===== src/hw/rtl/cbsp_pkg.sv =====
// Shared types and constants for the old binary cpio stream parser.
// No dependencies; cbsp_step, the parser top and the testbench import this package.
`default_nettype none

package cbsp_pkg;

  // Parser phases
  typedef enum logic [2:0] {
    PH_HEADER = 3'd0,
    PH_NAME   = 3'd1,
    PH_FILE   = 3'd2,
    PH_LINK   = 3'd3,
    PH_DONE   = 3'd4,
    PH_POISON = 3'd5
  } phase_t;

  // Operation codes
  localparam logic OP_BYTE    = 1'b0;
  localparam logic OP_RESTART = 1'b1;

  // Byte classes
  localparam logic [2:0] CLS_HEADER  = 3'd0;
  localparam logic [2:0] CLS_NAME    = 3'd1;
  localparam logic [2:0] CLS_CONTENT = 3'd2;
  localparam logic [2:0] CLS_LINK    = 3'd3;
  localparam logic [2:0] CLS_PAD     = 3'd4;
  localparam logic [2:0] CLS_AFTER   = 3'd5;
  localparam logic [2:0] CLS_POISON  = 3'd6;
  localparam logic [2:0] CLS_RESTART = 3'd7;

  // Entry events
  localparam logic [3:0] EV_NONE      = 4'd0;
  localparam logic [3:0] EV_BAD_MAGIC = 4'd1;
  localparam logic [3:0] EV_OPEN      = 4'd2;
  localparam logic [3:0] EV_EMPTY     = 4'd3;
  localparam logic [3:0] EV_CLOSE     = 4'd4;
  localparam logic [3:0] EV_NODE      = 4'd5;
  localparam logic [3:0] EV_DIR       = 4'd6;
  localparam logic [3:0] EV_LINK_DONE = 4'd7;
  localparam logic [3:0] EV_SKIP      = 4'd8;
  localparam logic [3:0] EV_TRAILER   = 4'd9;

  // File type nibbles (mode bits 15..12)
  localparam logic [3:0] FT_LINK = 4'o12;
  localparam logic [3:0] FT_FILE = 4'o10;
  localparam logic [3:0] FT_SOCK = 4'o14;
  localparam logic [3:0] FT_FIFO = 4'o01;
  localparam logic [3:0] FT_BLK  = 4'o06;
  localparam logic [3:0] FT_CHR  = 4'o02;
  localparam logic [3:0] FT_DIR  = 4'o04;

  // Magic words as seen with the first byte in the high half
  localparam logic [15:0] MAGIC_NATIVE  = 16'h71c7;
  localparam logic [15:0] MAGIC_SWAPPED = 16'hc771;

  // Header layout: byte position of the second byte of each kept word
  localparam logic [4:0] HDR_LAST     = 5'd25;
  localparam logic [4:0] POS_MAGIC    = 5'd1;
  localparam logic [4:0] POS_MODE     = 5'd7;
  localparam logic [4:0] POS_RDEV     = 5'd15;
  localparam logic [4:0] POS_NAMESIZE = 5'd21;
  localparam logic [4:0] POS_FSIZE_HI = 5'd23;
  localparam logic [4:0] POS_FSIZE_LO = 5'd25;

  localparam logic [3:0]  TRAILER_LEN    = 4'd10;
  localparam logic [16:0] TRAILER_PADDED = 17'd10;

  typedef struct packed {
    phase_t      phase;
    logic [31:0] count;
    logic        swap;
    logic [7:0]  pending;
    logic [15:0] mode;
    logic [15:0] rdev;
    logic [15:0] namesize;
    logic [31:0] filesize;
    logic [3:0]  tpos;
    logic        tstill;
    logic        odd_pad;
    logic        magic_ok;
  } state_t;

  typedef struct packed {
    logic [2:0] byte_class;
    logic [7:0] byte_value;
    logic [3:0] entry_event;
    logic       last;
  } result_t;

  function automatic state_t state_reset();
    state_t s;
    s          = '0;
    s.phase    = PH_HEADER;
    s.tstill   = 1'b1;
    return s;
  endfunction

  // "TRAILER!!!" followed by its terminating null
  function automatic logic [7:0] trailer_char(input logic [3:0] idx);
    logic [7:0] c;
    case (idx)
      4'd0:    c = 8'h54; // T
      4'd1:    c = 8'h52; // R
      4'd2:    c = 8'h41; // A
      4'd3:    c = 8'h49; // I
      4'd4:    c = 8'h4c; // L
      4'd5:    c = 8'h45; // E
      4'd6:    c = 8'h52; // R
      4'd7:    c = 8'h21; // !
      4'd8:    c = 8'h21;
      4'd9:    c = 8'h21;
      default: c = 8'h00;
    endcase
    return c;
  endfunction

endpackage

`default_nettype wire


===== src/hw/rtl/cbsp_if.sv =====
// Valid/ready channel interfaces for the cpio stream parser.
// Depends on nothing; payload widths are fixed by the word formats.
`default_nettype none

interface cbsp_in_if;
  logic       valid;
  logic       ready;
  logic       operation;
  logic [7:0] data_byte;

  modport source (output valid, output operation, output data_byte, input ready);
  modport sink   (input valid, input operation, input data_byte, output ready);
endinterface

interface cbsp_out_if;
  logic        valid;
  logic        ready;
  logic [2:0]  byte_class;
  logic [7:0]  byte_value;
  logic [3:0]  entry_event;
  logic [3:0]  entry_type;
  logic [15:0] entry_mode;
  logic [15:0] entry_rdev;
  logic [31:0] entry_size;
  logic [15:0] name_length;
  logic        section_last;
  logic        finished;

  modport source (output valid, output byte_class, output byte_value, output entry_event,
                  output entry_type, output entry_mode, output entry_rdev,
                  output entry_size, output name_length, output section_last,
                  output finished, input ready);
  modport sink   (input valid, input byte_class, input byte_value, input entry_event,
                  input entry_type, input entry_mode, input entry_rdev,
                  input entry_size, input name_length, input section_last,
                  input finished, output ready);
endinterface

`default_nettype wire


===== src/hw/rtl/cbsp_step.sv =====
// Per-byte parser step: next parser state and the tag for one archive word.
// Combinational; uses cbsp_pkg.
`default_nettype none

module cbsp_step (
  input  var cbsp_pkg::state_t  st,
  input  var logic              operation,
  input  var logic [7:0]        data_byte,
  output var cbsp_pkg::state_t  st_next,
  output var cbsp_pkg::result_t res
);
  import cbsp_pkg::*;

  state_t      upd;
  logic [15:0] word;
  logic [16:0] padded;
  logic        restart;
  logic        hdr_end;
  logic        name_end;
  logic        body_final;
  logic        eon_trailer;
  phase_t      eon_phase;
  logic [3:0]  eon_event;

  assign restart = (operation == OP_RESTART);
  assign word    = st.swap ? {data_byte, st.pending} : {st.pending, data_byte};
  assign padded  = (17'(st.namesize) + 17'd1) & ~17'd1;

  assign hdr_end    = (st.phase == PH_HEADER) && (st.count >= 32'(HDR_LAST));
  assign name_end   = (st.phase == PH_NAME) &&
                      ((33'(st.count) + 33'd1) >= 33'(padded));
  assign body_final = st.odd_pad ? (st.count >= st.filesize)
                                 : ((33'(st.count) + 33'd1) >= 33'(st.filesize));

  // Restart, header fields and trailer match
  always_comb begin
    upd = st;
    if (restart) begin
      upd = state_reset();
    end else begin
      case (st.phase)
        PH_HEADER: begin
          if (!st.count[0]) begin
            upd.pending = data_byte;
          end else if (st.count == 32'(POS_MAGIC)) begin
            upd.swap     = ({st.pending, data_byte} == MAGIC_SWAPPED);
            upd.magic_ok = ({st.pending, data_byte} == MAGIC_SWAPPED) ||
                           ({st.pending, data_byte} == MAGIC_NATIVE);
          end else if (st.count == 32'(POS_MODE)) begin
            upd.mode = word;
          end else if (st.count == 32'(POS_RDEV)) begin
            upd.rdev = word;
          end else if (st.count == 32'(POS_NAMESIZE)) begin
            upd.namesize = word;
          end else if (st.count == 32'(POS_FSIZE_HI)) begin
            upd.filesize[31:16] = word;
          end else if (st.count == 32'(POS_FSIZE_LO)) begin
            upd.filesize[15:0] = word;
          end
          if (hdr_end && upd.magic_ok) begin
            upd.tpos   = '0;
            upd.tstill = 1'b1;
          end
        end
        PH_NAME: begin
          if (st.tpos <= TRAILER_LEN && data_byte != trailer_char(st.tpos)) begin
            upd.tstill = 1'b0;
          end
          if (st.tpos <= TRAILER_LEN) begin
            upd.tpos = st.tpos + 4'd1;
          end
        end
        default: ;
      endcase
    end
  end

  // End of name: pick the entry event and where to go next
  always_comb begin
    eon_trailer = upd.tstill && (padded >= TRAILER_PADDED);
    eon_phase   = PH_HEADER;
    eon_event   = EV_SKIP;
    if (eon_trailer) begin
      eon_phase = PH_DONE;
      eon_event = EV_TRAILER;
    end else begin
      case (upd.mode[15:12])
        FT_LINK: begin
          eon_phase = (upd.filesize == '0) ? PH_HEADER : PH_LINK;
          eon_event = (upd.filesize == '0) ? EV_LINK_DONE : EV_NONE;
        end
        FT_FILE: begin
          eon_phase = (upd.filesize == '0) ? PH_HEADER : PH_FILE;
          eon_event = (upd.filesize == '0) ? EV_EMPTY : EV_OPEN;
        end
        FT_SOCK, FT_FIFO, FT_BLK, FT_CHR: eon_event = EV_NODE;
        FT_DIR:                           eon_event = EV_DIR;
        default:                          eon_event = EV_SKIP;
      endcase
    end
  end

  // Next phase, position and pad flag
  always_comb begin
    st_next = upd;
    if (!restart) begin
      unique case (st.phase)
        PH_HEADER: begin
          st_next.count = st.count + 32'd1;
          if (hdr_end) begin
            st_next.count = '0;
            if (!upd.magic_ok) begin
              st_next.phase = PH_POISON;
            end else if (upd.namesize == '0) begin
              st_next.phase = eon_phase;
              if (!eon_trailer) st_next.odd_pad = upd.filesize[0];
            end else begin
              st_next.phase = PH_NAME;
            end
          end
        end
        PH_NAME: begin
          st_next.count = st.count + 32'd1;
          if (name_end) begin
            st_next.count = '0;
            st_next.phase = eon_phase;
            if (!eon_trailer) st_next.odd_pad = upd.filesize[0];
          end
        end
        PH_FILE, PH_LINK: begin
          st_next.count = st.count + 32'd1;
          if (body_final) begin
            st_next.count = '0;
            st_next.phase = PH_HEADER;
          end
        end
        PH_DONE: ;
        default: st_next.phase = PH_POISON;
      endcase
    end
  end

  // Tag for this word
  always_comb begin
    res.byte_class  = CLS_POISON;
    res.byte_value  = data_byte;
    res.entry_event = EV_NONE;
    res.last        = 1'b0;
    if (restart) begin
      res.byte_class = CLS_RESTART;
      res.byte_value = '0;
    end else begin
      unique case (st.phase)
        PH_HEADER: begin
          res.byte_class = CLS_HEADER;
          if (hdr_end) begin
            res.last = 1'b1;
            if (!upd.magic_ok)             res.entry_event = EV_BAD_MAGIC;
            else if (upd.namesize == '0)   res.entry_event = eon_event;
          end
        end
        PH_NAME: begin
          res.byte_class = (st.count < 32'(st.namesize)) ? CLS_NAME : CLS_PAD;
          if (name_end) begin
            res.last        = 1'b1;
            res.entry_event = eon_event;
          end
        end
        PH_FILE, PH_LINK: begin
          if (st.count >= st.filesize)  res.byte_class = CLS_PAD;
          else if (st.phase == PH_FILE) res.byte_class = CLS_CONTENT;
          else                          res.byte_class = CLS_LINK;
          if (body_final) begin
            res.last        = 1'b1;
            res.entry_event = (st.phase == PH_FILE) ? EV_CLOSE : EV_LINK_DONE;
          end
        end
        PH_DONE: res.byte_class = CLS_AFTER;
        default: res.byte_class = CLS_POISON;
      endcase
    end
  end

endmodule

`default_nettype wire


===== src/hw/rtl/cpio_binary_stream_parser.sv =====
// Old binary cpio stream parser: tags each archive word (one byte) as header,
// name, content, symlink target, pad, after-trailer, poison or restart and
// reports entry events at the end of a header, a name or a content section,
// with the mode, rdev, size and name length of the current header. A restart
// word (operation = 1) returns the parser to the start of a new header. The
// block takes one word per clock while the sink takes results and gives one
// result per word: the accepting edge loads the input register, and the parser
// state update runs from it into the result register. A result held by the sink
// stalls the input. The throughput is set by the state update, which closes on
// itself every byte. Uses cbsp_pkg, cbsp_if and cbsp_step.
`default_nettype none

module cpio_binary_stream_parser (
  input var logic    clk,
  input var logic    rst,
  cbsp_in_if.sink    stream,
  cbsp_out_if.source result
);
  import cbsp_pkg::*;

  // Input register
  logic       s1_valid;
  logic       s1_op;
  logic [7:0] s1_byte;

  // Parser state and result register
  state_t      st;
  state_t      st_next;
  result_t     res;
  logic        o_valid;
  result_t     o_res;
  logic [15:0] o_mode;
  logic [15:0] o_rdev;
  logic [31:0] o_size;
  logic [15:0] o_nsize;
  logic        o_finished;

  logic out_take;

  assign out_take     = !o_valid || result.ready;
  assign stream.ready = !s1_valid || out_take;

  cbsp_step u_step (
    .st        (st),
    .operation (s1_op),
    .data_byte (s1_byte),
    .st_next   (st_next),
    .res       (res)
  );

  always_ff @(posedge clk) begin
    if (rst) begin
      s1_valid <= 1'b0;
      o_valid  <= 1'b0;
      st       <= state_reset();
    end else begin
      if (stream.ready) s1_valid <= stream.valid;
      if (out_take) begin
        o_valid <= s1_valid;
        if (s1_valid) st <= st_next;
      end
    end
  end

  always_ff @(posedge clk) begin
    if (stream.ready) begin
      s1_op   <= stream.operation;
      s1_byte <= stream.data_byte;
    end
    if (out_take && s1_valid) begin
      o_res      <= res;
      o_mode     <= st_next.mode;
      o_rdev     <= st_next.rdev;
      o_size     <= st_next.filesize;
      o_nsize    <= st_next.namesize;
      o_finished <= (st_next.phase == PH_DONE);
    end
  end

  assign result.valid        = o_valid;
  assign result.byte_class   = o_res.byte_class;
  assign result.byte_value   = o_res.byte_value;
  assign result.entry_event  = o_res.entry_event;
  assign result.section_last = o_res.last;
  assign result.entry_type   = o_mode[15:12];
  assign result.entry_mode   = o_mode;
  assign result.entry_rdev   = o_rdev;
  assign result.entry_size   = o_size;
  assign result.name_length  = o_nsize;
  assign result.finished     = o_finished;

`ifndef ASSERT_OFF
  // Events only ever fire on the closing word of a section
  a_event_on_last: assert property (@(posedge clk) disable iff (rst)
    o_valid && o_res.entry_event != EV_NONE |-> o_res.last)
    else $error("entry event without section end");

  // Finished is reached only through the trailer or while already past it
  a_finished_src: assert property (@(posedge clk) disable iff (rst)
    o_valid && o_finished |->
      o_res.entry_event == EV_TRAILER || o_res.byte_class == CLS_AFTER)
    else $error("finished without trailer");

  // Bad magic leaves the parser poisoned
  a_bad_magic_poison: assert property (@(posedge clk) disable iff (rst)
    o_valid && o_res.entry_event == EV_BAD_MAGIC |-> st.phase == PH_POISON)
    else $error("bad magic did not poison parser");

  // Restart clears the header fields
  a_restart_clear: assert property (@(posedge clk) disable iff (rst)
    o_valid && o_res.byte_class == CLS_RESTART |->
      o_mode == '0 && o_size == '0 && !o_finished && o_res.entry_event == EV_NONE)
    else $error("restart left header state");

  // Header position stays inside the 26-byte header
  a_hdr_count: assert property (@(posedge clk) disable iff (rst)
    st.phase == PH_HEADER |-> st.count <= 32'(HDR_LAST))
    else $error("header position overrun");
`endif

endmodule

`default_nettype wire


===== src/flat_wrapper.sv =====
// flat-port wrapper written by rule: the top's interface ports become plain ports
module cpio_binary_stream_parser_flat import cbsp_pkg::*;
  (clk, rst, stream_valid, stream_operation, stream_data_byte, stream_ready, result_valid, result_byte_class, result_byte_value, result_entry_event, result_entry_type, result_entry_mode, result_entry_rdev, result_entry_size, result_name_length, result_section_last, result_finished, result_ready);
  cbsp_in_if stream_i ();
  cbsp_out_if result_i ();
  input var logic clk;
  input var logic rst;
  input wire logic [$bits(stream_i.valid)-1:0] stream_valid;
  input wire logic [$bits(stream_i.operation)-1:0] stream_operation;
  input wire logic [$bits(stream_i.data_byte)-1:0] stream_data_byte;
  output wire logic [$bits(stream_i.ready)-1:0] stream_ready;
  output wire logic [$bits(result_i.valid)-1:0] result_valid;
  output wire logic [$bits(result_i.byte_class)-1:0] result_byte_class;
  output wire logic [$bits(result_i.byte_value)-1:0] result_byte_value;
  output wire logic [$bits(result_i.entry_event)-1:0] result_entry_event;
  output wire logic [$bits(result_i.entry_type)-1:0] result_entry_type;
  output wire logic [$bits(result_i.entry_mode)-1:0] result_entry_mode;
  output wire logic [$bits(result_i.entry_rdev)-1:0] result_entry_rdev;
  output wire logic [$bits(result_i.entry_size)-1:0] result_entry_size;
  output wire logic [$bits(result_i.name_length)-1:0] result_name_length;
  output wire logic [$bits(result_i.section_last)-1:0] result_section_last;
  output wire logic [$bits(result_i.finished)-1:0] result_finished;
  input wire logic [$bits(result_i.ready)-1:0] result_ready;
  assign stream_i.valid = stream_valid;
  assign stream_i.operation = stream_operation;
  assign stream_i.data_byte = stream_data_byte;
  assign stream_ready = stream_i.ready;
  assign result_valid = result_i.valid;
  assign result_byte_class = result_i.byte_class;
  assign result_byte_value = result_i.byte_value;
  assign result_entry_event = result_i.entry_event;
  assign result_entry_type = result_i.entry_type;
  assign result_entry_mode = result_i.entry_mode;
  assign result_entry_rdev = result_i.entry_rdev;
  assign result_entry_size = result_i.entry_size;
  assign result_name_length = result_i.name_length;
  assign result_section_last = result_i.section_last;
  assign result_finished = result_i.finished;
  assign result_i.ready = result_ready;
  cpio_binary_stream_parser u_core (.clk(clk), .rst(rst), .stream(stream_i), .result(result_i));
endmodule

===== config.mk =====
export PLATFORM = sky130hd
export DESIGN_NAME = cpio_binary_stream_parser_flat
export DESIGN_NICKNAME = d
export VERILOG_FILES = /design/src/hw/rtl/cbsp_pkg.sv /design/src/hw/rtl/cbsp_if.sv /design/src/hw/rtl/cbsp_step.sv /design/src/hw/rtl/cpio_binary_stream_parser.sv /design/src/flat_wrapper.sv
export SDC_FILE = /design/constraint.sdc
export NUM_CORES = 1
export LEC_CHECK = 0
export ABC_AREA = 0
export BUFFER_PORTS_ARGS = -buffer_cell sky130_fd_sc_hd__buf_2
export CAP_MARGIN = 20
export CORE_UTILIZATION = 50
export CTS_CLUSTER_DIAMETER = 60
export DETAILED_ROUTE_END_ITERATION = 10
export MAX_ROUTING_LAYER = met4
export PLACE_DENSITY_LB_ADDON = 0.15
export SKIP_LAST_GASP = 1
export SYNTH_ARGS = -nofsm -noshare
export SYNTH_HDL_FRONTEND = slang
export SYNTH_HIERARCHICAL = 1
export SYNTH_SLANG_ARGS = --single-unit

===== constraint.sdc =====
create_clock -name clk -period 4.15 [get_ports clk]
set_input_delay 0.83 -clock clk [delete_from_list [all_inputs] [get_ports clk]]
set_output_delay 0.83 -clock clk [all_outputs]
set_load 0.05 [all_outputs]

# --- Yosys cells after proc, flatten, opt, wreduce, memory -nomap -nowiden ---
# Memories as Yosys holds them, arrays and structs flattened. A register that Yosys moved wholly into a read port is not among the register bits.
# Index checks and enable logic that the tools add are counted.
totals:
  register_bits: 239
  latchBits: 0
  ram_bits: 0
  rom_bits: 112
  input_bits: 13
  out_inout_bits: 103
  word_cells: 153
  mem_count: 1
memory_table:
  columns: ["name", "depth", "width", "rd", "rd_ports_with_merged_regs", "write_ports", "line", "rtl"]
  rows:
  - ["(name not given)", 16, 7, 1, 1, 0, "cbsp_pkg.sv:101", "case (idx)"]
op_classes:
  n_addsub: 4
  mul: 0
  n_div: 0
  magnitude_cmp: 7
  n_eq_ne: 24
  shift: 0
  n_mux: 68
  n_bitwise: 0
  reduce_logical: 24
op_table:
  columns: ["op", "n"]
  rows:
  - ["$mux 35", 5]
  - ["$mux 80", 2]
  - ["$mux 16", 7]
  - ["$eq 32x5->1 const B", 3]
  - ["$pmux 32 s3", 1]
  - ["$mux 94", 1]
  - ["$mux 89", 1]
  - ["$mux 64", 1]
  - ["$mux 48", 1]
  - ["$add 32x1->33 const B", 1]
  - ["$ge 33x17->1", 1]
  - ["$ge 33x32->1", 1]
  - ["$add 32x1->32 const B", 1]
  - ["$eq 32x1->1 const B", 1]
  - ["$eq 32x3->1 const B", 1]
  - ["$eq 32x4->1 const B", 1]
  - ["$ge 32x32->1", 1]
  - ["$ge 32x5->1 const B", 1]
  - ["$logic_not 32->1", 1]
  - ["$lt 32x16->1", 1]
  - ["$mux 32", 1]
  - ["$mux 4", 7]
  - ["$mux 8", 3]
  - ["$pmux 3 s4", 2]
  - ["other kinds (37)", 81]

# --- Longest topological paths before layout ---
# Gate-level depths: netlist (run 1).
depth:
  depth_word: 20
  mapped_depth: 21
  mapped_depth_nobuf: 19

# --- Hierarchy ---
# Netlist (run 1), hierarchy kept.
by_module_without_submodules:
  columns: ["module", "n_inst", "cells_per_inst", "area_each_um2", "seq_area_each_um2"]
  rows:
  - ["cpio_binary_stream_parser", 1, 688, 9161.3, 5845.6]
  - ["cbsp_step", 1, 1149, 7377.1, 0.0]

# --- Worst setup path after synthesis (run 1) ---
# No wires, ideal clock.
synth_path:
  path_kind: "reg-to-reg"
  from: "register, netlist name u_core/st[97]"
  to: "register, netlist name u_core/st[116]"
  setup_ns: 0.077
  t_arrival_ns: 4.297
  t_required_ns: 4.073
  slack_ns: -0.224
  stages_incl_launch_ff: 21
  path_cell_list: "dfxtp_1 > ha_1 > and2_1 > buf_2 > nand4_1 > or3_1 > buf_2 > or3_1 > nand2_1 > ha_1 > o21a_1 > o21ai_0 > a21oi_1 > or4_1 > o41ai_1 > a211oi_2 > buf_4 > o31ai_1 > a22o_1 > nand2b_1 > mux2i_1"

==> results of run 1 <==
-- synth_stat cells, types with 31 or more instances --
cell / number
ha_1: 105
inv_1: 65
clkbuf_1: 84
dfxtp_1: 133
a21oi_1: 96
nand2_1: 138
edfxtp_1: 106
mux2i_1: 150
a211oi_1: 51
nand3_1: 38
nand2b_1: 277
nor2_1: 133
nor4_1: 31
nand4_1: 41
-- what timing repair did --
action                     CTS  global route
pin swaps                   22            26
buffers inserted             8            10
hold buffers                 0             0
cloned                       2             0
resized for setup           51            46
setup endpoints to repair   38            42
hold endpoints to repair     0             0
-- critical path: stages (launching register included) --
cell      delay, ps
dfxtp_2         350
buf_6           170
and3_4          200
and4_4          260
nand3_2         120
xnor2_2         160
ha_1            330
nand4_1         150
buf_4           180
nor4_4          300
a21boi_2        220
o31a_1          160
o31a_1          200
o41ai_4         110
a211oi_4        500
nor2_4           60
buf_12          190
buf_4           140
a22o_1          170
nand2b_1         70
mux2i_1          70
-- worst max-delay path by stage --
| stage | endpoint | slack [ps] |
|---|---|---|
| after global routing | u_core/st[109] | -270 |
| after CTS | u_core/st[100] | -40 |
| after global placement | u_core/st[105] | -400 |
| after floorplan | u_core/st[120] | 20 |
| final | u_core/st[104] | -110 |
| after detailed placement | u_core/st[104] | -520 |
-- per-stage QoR --
step / instances / util [%]
after global routing: 2502 / 61.8
after global placement: 2426 / 56.4
after detailed placement: 2426 / 56.4
after CTS: 2493 / 60.8
final: 2502 / 61.8
after floorplan: 1837 / -
-- power groups by stage --
| stage | clock [mW] | combinational (mW) | sequential [mW] |
|---|---|---|---|
| global route | 3.00 | 0.556 | 2.54 |
| floorplan | 0 | 0.245 | 2.73 |
| detailed placement | 0 | 0.518 | 2.58 |
| CTS | 2.91 | 0.527 | 2.53 |
| finish | 2.86 | 0.533 | 2.53 |
| global placement | 0 | 0.516 | 2.58 |
-- kinds of logic after synthesis --
kind of cell,Yosys count
XOR/XNOR,42
flip-flops,239
AND/OR/NAND/NOR,800
AO/OA/AOI/OAI,288
adder cells (fa/ha/maj),105
buffers and inverters,195
multiplexers,168
-- cell usage in the layout, fill, tap and decap left out, types with 7 or more instances in the layout --
cell	netlist	final
or3_1	15	12
nor4_4	3	8
buf_12	0	8
nor4_1	31	25
and3_1	14	8
nand2b_1	277	277
a211oi_1	51	37
nor2_1	133	132
buf_4	14	163
nand3_1	38	35
mux2i_1	150	150
ha_1	105	102
xnor2_1	28	25
a21oi_1	96	94
a22o_1	14	14
inv_1	65	65
o21a_1	7	7
mux2_2	18	18
clkbuf_16	0	31
and4_1	11	8
buf_2	16	115
xor2_1	14	13
a21o_1	30	30
nand2_1	138	134
edfxtp_1	106	106
nor2b_1	21	20
buf_6	3	10
a211oi_2	2	12
nor3_1	27	23
o21ai_0	30	28
nand4_1	41	41
dfxtp_1	133	130
and2_1	11	9
-- area by class of cell --
| class | instances | area share, % |
|---|---|---|
| Multi-Input combinational cell | 1403 | 51.1 |
| Sequential cell | 239 | 29.1 |
| Tap cell | 442 | 2.75 |
| Clock inverter | 18 | 1.30 |
| Clock buffer | 39 | 4.21 |
| Timing Repair Buffer | 296 | 10.3 |
| Inverter | 65 | 1.21 |
-- flip-flops by register name, summed over array words and instances, names as in the netlist, 3 cells and up --
name,count
u_core/st,131
u_core/result.entry_size,32
u_core/result.entry_mode,16
u_core/result.entry_rdev,16
u_core/result.name_length,16
u_core/result.byte_value,8
u_core/s1_byte,8
u_core/result.entry_event,4
u_core/result.byte_class,3
-- layer usage --
layer | wire length [µm] | up-vias | track usage (%)
li1 | - | 6921 | -
met1 | 21500 | 6947 | 38.0
met2 | 23200 | 453 | 48.0
met3 | 2510 | 108 | 2.99
met4 | 2590 | 0 | 13.8
met5 | 0 | - | -
==> flow_metrics.tcl, run 1 <==
set metrics [dict create \
    status "finished, violations left" \
    violations "setup timing" \
    synth_xor_area_share_pct 2.22 \
    yosys.area.top_type "edfxtp_1" \
    row_count 66 \
    drt-vias-per-instance 5.77 \
    rsz0062_at_grt "yes" \
    seqCellArea_mm2 0.00585 \
    syn2layout_area_growth_pct 21.5 \
    tritoncts "done" \
    hold_end "u_core/s1_op" \
    grt_usage_pct 29.9 \
    path_clk_slew_ps 60 \
    synth_fp_nets 1955 \
    drive_above_1_share_pct 22.7 \
    drtIter0Drc 1091 \
    dieArea_mm2 0.0338 \
    worstSetupPathType "reg -> reg" \
    post_dp_cell_area_mm2 0.0184 \
    clkPwrFrac_pct 48.2 \
    grt_pass1_vias 13601 \
    pwr-share-comb_pct 9.0 \
    whs_ps 443 \
    synth_top_area_share_pct 19.2 \
    gp_congestion 0.981 \
    crit_path_max_fanout 13 \
    synth_fa_ha_area_share_pct 7.94 \
    p_int_mw 4.43 \
    seqPwrFrac_pct 42.8 \
    period_needed_ps 4260 \
    p_sw_share_pct 25.2 \
    r2r_cells 20 \
    insertion_delay_ps 560 \
    finalClockSkew_ps 14.1 \
    grt_pass1_wl_um 76000 \
    setup_violations 29 \
    numPortBuffers 115 \
    synth_area_mm2 0.0165 \
    vias 14429 \
    routed_wl_um 49800 \
    cts_buffers 31 \
    synthDistinctLibCells 83 \
    min-delay-path-class "in -> reg" \
    layout.nets 2154 \
    core-area_mm2 0.0325 \
    synth_compound_area_share_pct 11.8 \
    fmax_mhz 235 \
    cts.sinks 239 \
    ys_ff_latch 239 \
    cts-root-buf "clkbuf_16" \
    cap_violations 0 \
    cp-end-kind "flop" \
    leakage_nw 7.88 \
    die_h_um 184 \
    fin_area_mm2 0.0201 \
    power.density_mw_per_mm2 295 \
    htree_levels 1 \
    fin_crit_sh_pct 103 \
    wl_per_cell_um 19.9 \
    synth_simple_gate_area_share_pct 26.8 \
    async_flop_share_pct 0 \
    route.detailed.drc 0 \
    syn_inst 1837 \
    ioPinCount 116 \
    antenna_cells 0 \
    rr_endpoint "u_core/st[104]" \
    clockBufferDepth 3 \
    die_width_um 184 \
    startpoint_type "flop" \
    dp_hpwl_um 35000 \
    seq_area_frac_synth_pct 35.3 \
    cp.arrival_ps 4700 \
    ir_drop_uv 304 \
    tns_ps -1790 \
    cp-startpoint "u_core/st[96]" \
    hold_depth 1 \
    postRouteAntennaNets 0 \
    grt_max_degree 119 \
    nFillCells 2842 \
    r2r_slack_ps -110 \
    finalHoldViolCount 0 \
    pre_cts_ws_ps -521 \
    switchingPower_mw 1.49 \
    antenna_found_initial 0 \
    worst_pin_slew_ps 1030 \
    fin_ws_ps -108 \
    synth_top_family_by_area "simple AND/OR/NAND/NOR gates" \
    min_from "stream_operation" \
    multi_input_comb_area_mm2 0.0103 \
    slew_headroom_pct 31.3 \
    synth_edf_count 106 \
    total_power_mw 5.93 \
    synth_flop_cell "dfxtp_1" \
    yosys_warnings 6 \
    r2r-start "u_core/st[96]" \
    grt_overflow_total 0 \
    synthTopCellsByArea "edfxtp_1 (19%), dfxtp_1 (16%), nand2b_1 (10%)" \
    initial_core_util_pct 50.8 \
    drt_pass1_iterations 5 \
    muxShareOfSynthArea_pct 10.3 \
    required_ps 4590 \
    slew_viol_final 0 \
    avgSynthCellArea_um2 9.00 \
]
(Power assumes the default switching activity.)
==> run 2, diff against run 1 <==
--- a/config.mk
+++ b/config.mk
@@ -11,7 +11,6 @@
 export CORE_UTILIZATION = 50
 export CTS_CLUSTER_DIAMETER = 60
 export DETAILED_ROUTE_END_ITERATION = 10
-export MAX_ROUTING_LAYER = met4
 export PLACE_DENSITY_LB_ADDON = 0.15
 export SKIP_LAST_GASP = 1
 export SYNTH_ARGS = -nofsm -noshare
==> flow_metrics.tcl, run 2 (synthesis results as in run 1) <==
set metrics [dict create \
    pwr-share-comb_pct 9.4 \
    ir_drop_uv 343 \
    cts-root-buf "clkbuf_16" \
    nFillCells 2807 \
    cts_buffers 29 \
    r2r_cells 19 \
    drt_pass1_iterations 5 \
    final_cell_mix "nand2b_1 (277), buf_4 (162), mux2i_1 (150)" \
    tritoncts "done" \
    cp-end-kind "flop" \
    fmax_mhz 231 \
    syn2layout_area_growth_pct 20.6 \
    drtIter0Drc 1276 \
    grt_max_degree 213 \
    regMostFlops "u_core/st" \
    switchingPower_mw 1.42 \
    drive_above_1_share_pct 22.5 \
    ioPinCount 116 \
    grt_usage_pct 28.7 \
    r2r_slack_ps -180 \
    cp-startpoint "u_core/st[96]" \
    cp-endpoint "u_core/st[113]" \
    grt_pass1_wl_um 75400 \
    gp_congestion 0.996 \
    seqPwrFrac_pct 44.9 \
    row_count 66 \
    layout_commonest_cell "nand2b_1" \
    drt-vias-per-instance 5.75 \
    leakage_nw 7.83 \
    antenna_found_initial 2 \
    fin_ws_ps -182 \
    fin_crit_sh_pct 104 \
    status "finished, violations left" \
    numPortBuffers 115 \
    clockBufferDepth 3 \
    vias 14358 \
    setup_violations 31 \
    required_ps 4640 \
    insertion_delay_ps 560 \
    die_h_um 184 \
    slew_viol_final 0 \
    rr_endpoint "u_core/st[113]" \
    wl_per_cell_um 19.6 \
    violations "setup timing" \
    min-delay-path-class "in -> reg" \
    core-area_mm2 0.0325 \
    r2r-start "u_core/st[96]" \
    initial_core_util_pct 50.8 \
    grt_overflow_total 0 \
    routed_wl_um 49000 \
    dieArea_mm2 0.0338 \
    layout.nets 2147 \
    die_width_um 184 \
    crit_path_max_fanout 6 \
    dp_hpwl_um 34500 \
    finalHoldViolCount 0 \
    tns_ps -3230 \
    worst_pin_slew_ps 1040 \
    largest_register_ffs 131 \
    clkPwrFrac_pct 45.7 \
    path_clk_slew_ps 60 \
    p_int_mw 4.21 \
    slew_headroom_pct 30.7 \
    route.detailed.drc 0 \
    cts.sinks 239 \
    finalClockSkew_ps 20.7 \
    worstSetupPathType "reg -> reg" \
    final_util_pct 61.3 \
    postRouteAntennaNets 0 \
    startpoint_type "flop" \
    period_needed_ps 4330 \
    rsz0062_at_grt "yes" \
    htree_levels 1 \
    cp.arrival_ps 4820 \
    power.density_mw_per_mm2 283 \
    cap_violations 0 \
    p_sw_share_pct 25.2 \
    grt_pass1_vias 13666 \
]
[run 2: changes by cell type in the layout (fill, tap and decap cells not counted), moves of 4 or more]
cell      before  now
o21ai_0       28   23
o21ai_1        2    7
clkbuf_8       4    0
buf_6         10    5
clkbuf_1       4    8
[run 2: final cells by class]
class | instances | area, µm² | share of cell area (%)
diodes | 1 | 2.50 | 0.0126
clock buffers | 37 | 756 | 3.79
clock inverters | 17 | 211 | 1.06
inverters | 65 | 244 | 1.22
multi-input cells | 1403 | 10300 | 51.6
flip-flops and latches | 239 | 5850 | 29.3
well taps | 442 | 553 | 2.77
repair buffers | 291 | 2040 | 10.2
[run 2: worst min-delay path by stage]
stage                   startpoint           endpoint  slack [ps]  cells after the start
2_1_floorplan       u_core/st[129]     u_core/st[129]         450                      2
4_1_cts        stream_data_byte[5]  u_core/s1_byte[5]         430                      1
6_report       stream_data_byte[5]  u_core/s1_byte[5]         450                      1
3_3_place_gp         u_core/st[60]      u_core/st[60]         460                      2
3_5_place_dp         u_core/st[74]      u_core/st[74]         460                      2
5_1_grt        stream_data_byte[5]  u_core/s1_byte[5]         430                      1
[run 2: power groups by stage]
stage                     sequential, mW  clock [mW]  combinational (mW)
after floorplan                     2.73           0               0.245
after global placement              2.58           0               0.515
after detailed placement            2.58           0               0.518
after CTS                           2.53        2.63               0.526
after global routing                2.54        2.73               0.552
final                               2.53        2.58               0.528
[run 2: per-stage QoR]
stage	cell area [µm²]	worst slack (ps)	hold slack [ps]	power [mW]	std cells
finish	19900	-182	449	5.64	2495
global route	19900	-307	428	5.82	2494
CTS	19700	-43.3	427	5.69	2489
detailed placement	18300	-472	465	3.10	2424
global placement	18300	-348	458	3.10	2424
floorplan	16600	18.3	447	2.97	1837
[run 2: critical path: stages (launching register included)]
cell and delay, ps:
dfxtp_2 360, ha_4 130, and2_4 150, nand4_1 250, or3_4 490, or3_4 350
nand2_2 90, ha_4 200, nand4_1 90, nor4_1 50, and3_1 190, or4_4 500
o41ai_4 410, a211oi_4 90, buf_12 170, buf_6 150, o31ai_4 210, a22o_1 160
nand2b_1 60, mux2i_1 160
[run 2: metal layers]
layer,up-vias,GRT usage [%],part of all wire (%)
li1,6909,-,-
met1,6869,37.7,44
met2,457,45.1,44
met3,123,4.08,5.9
met4,0,16.5,6.1
met5,-,0,0
[run 2: repair_timing]
item	CTS	global route
setup buffers	9	5
pin swaps	27	24
hold buffers	0	0
endpoints found under the setup margin	40	42
gates resized for setup	62	40
gates cloned	2	0
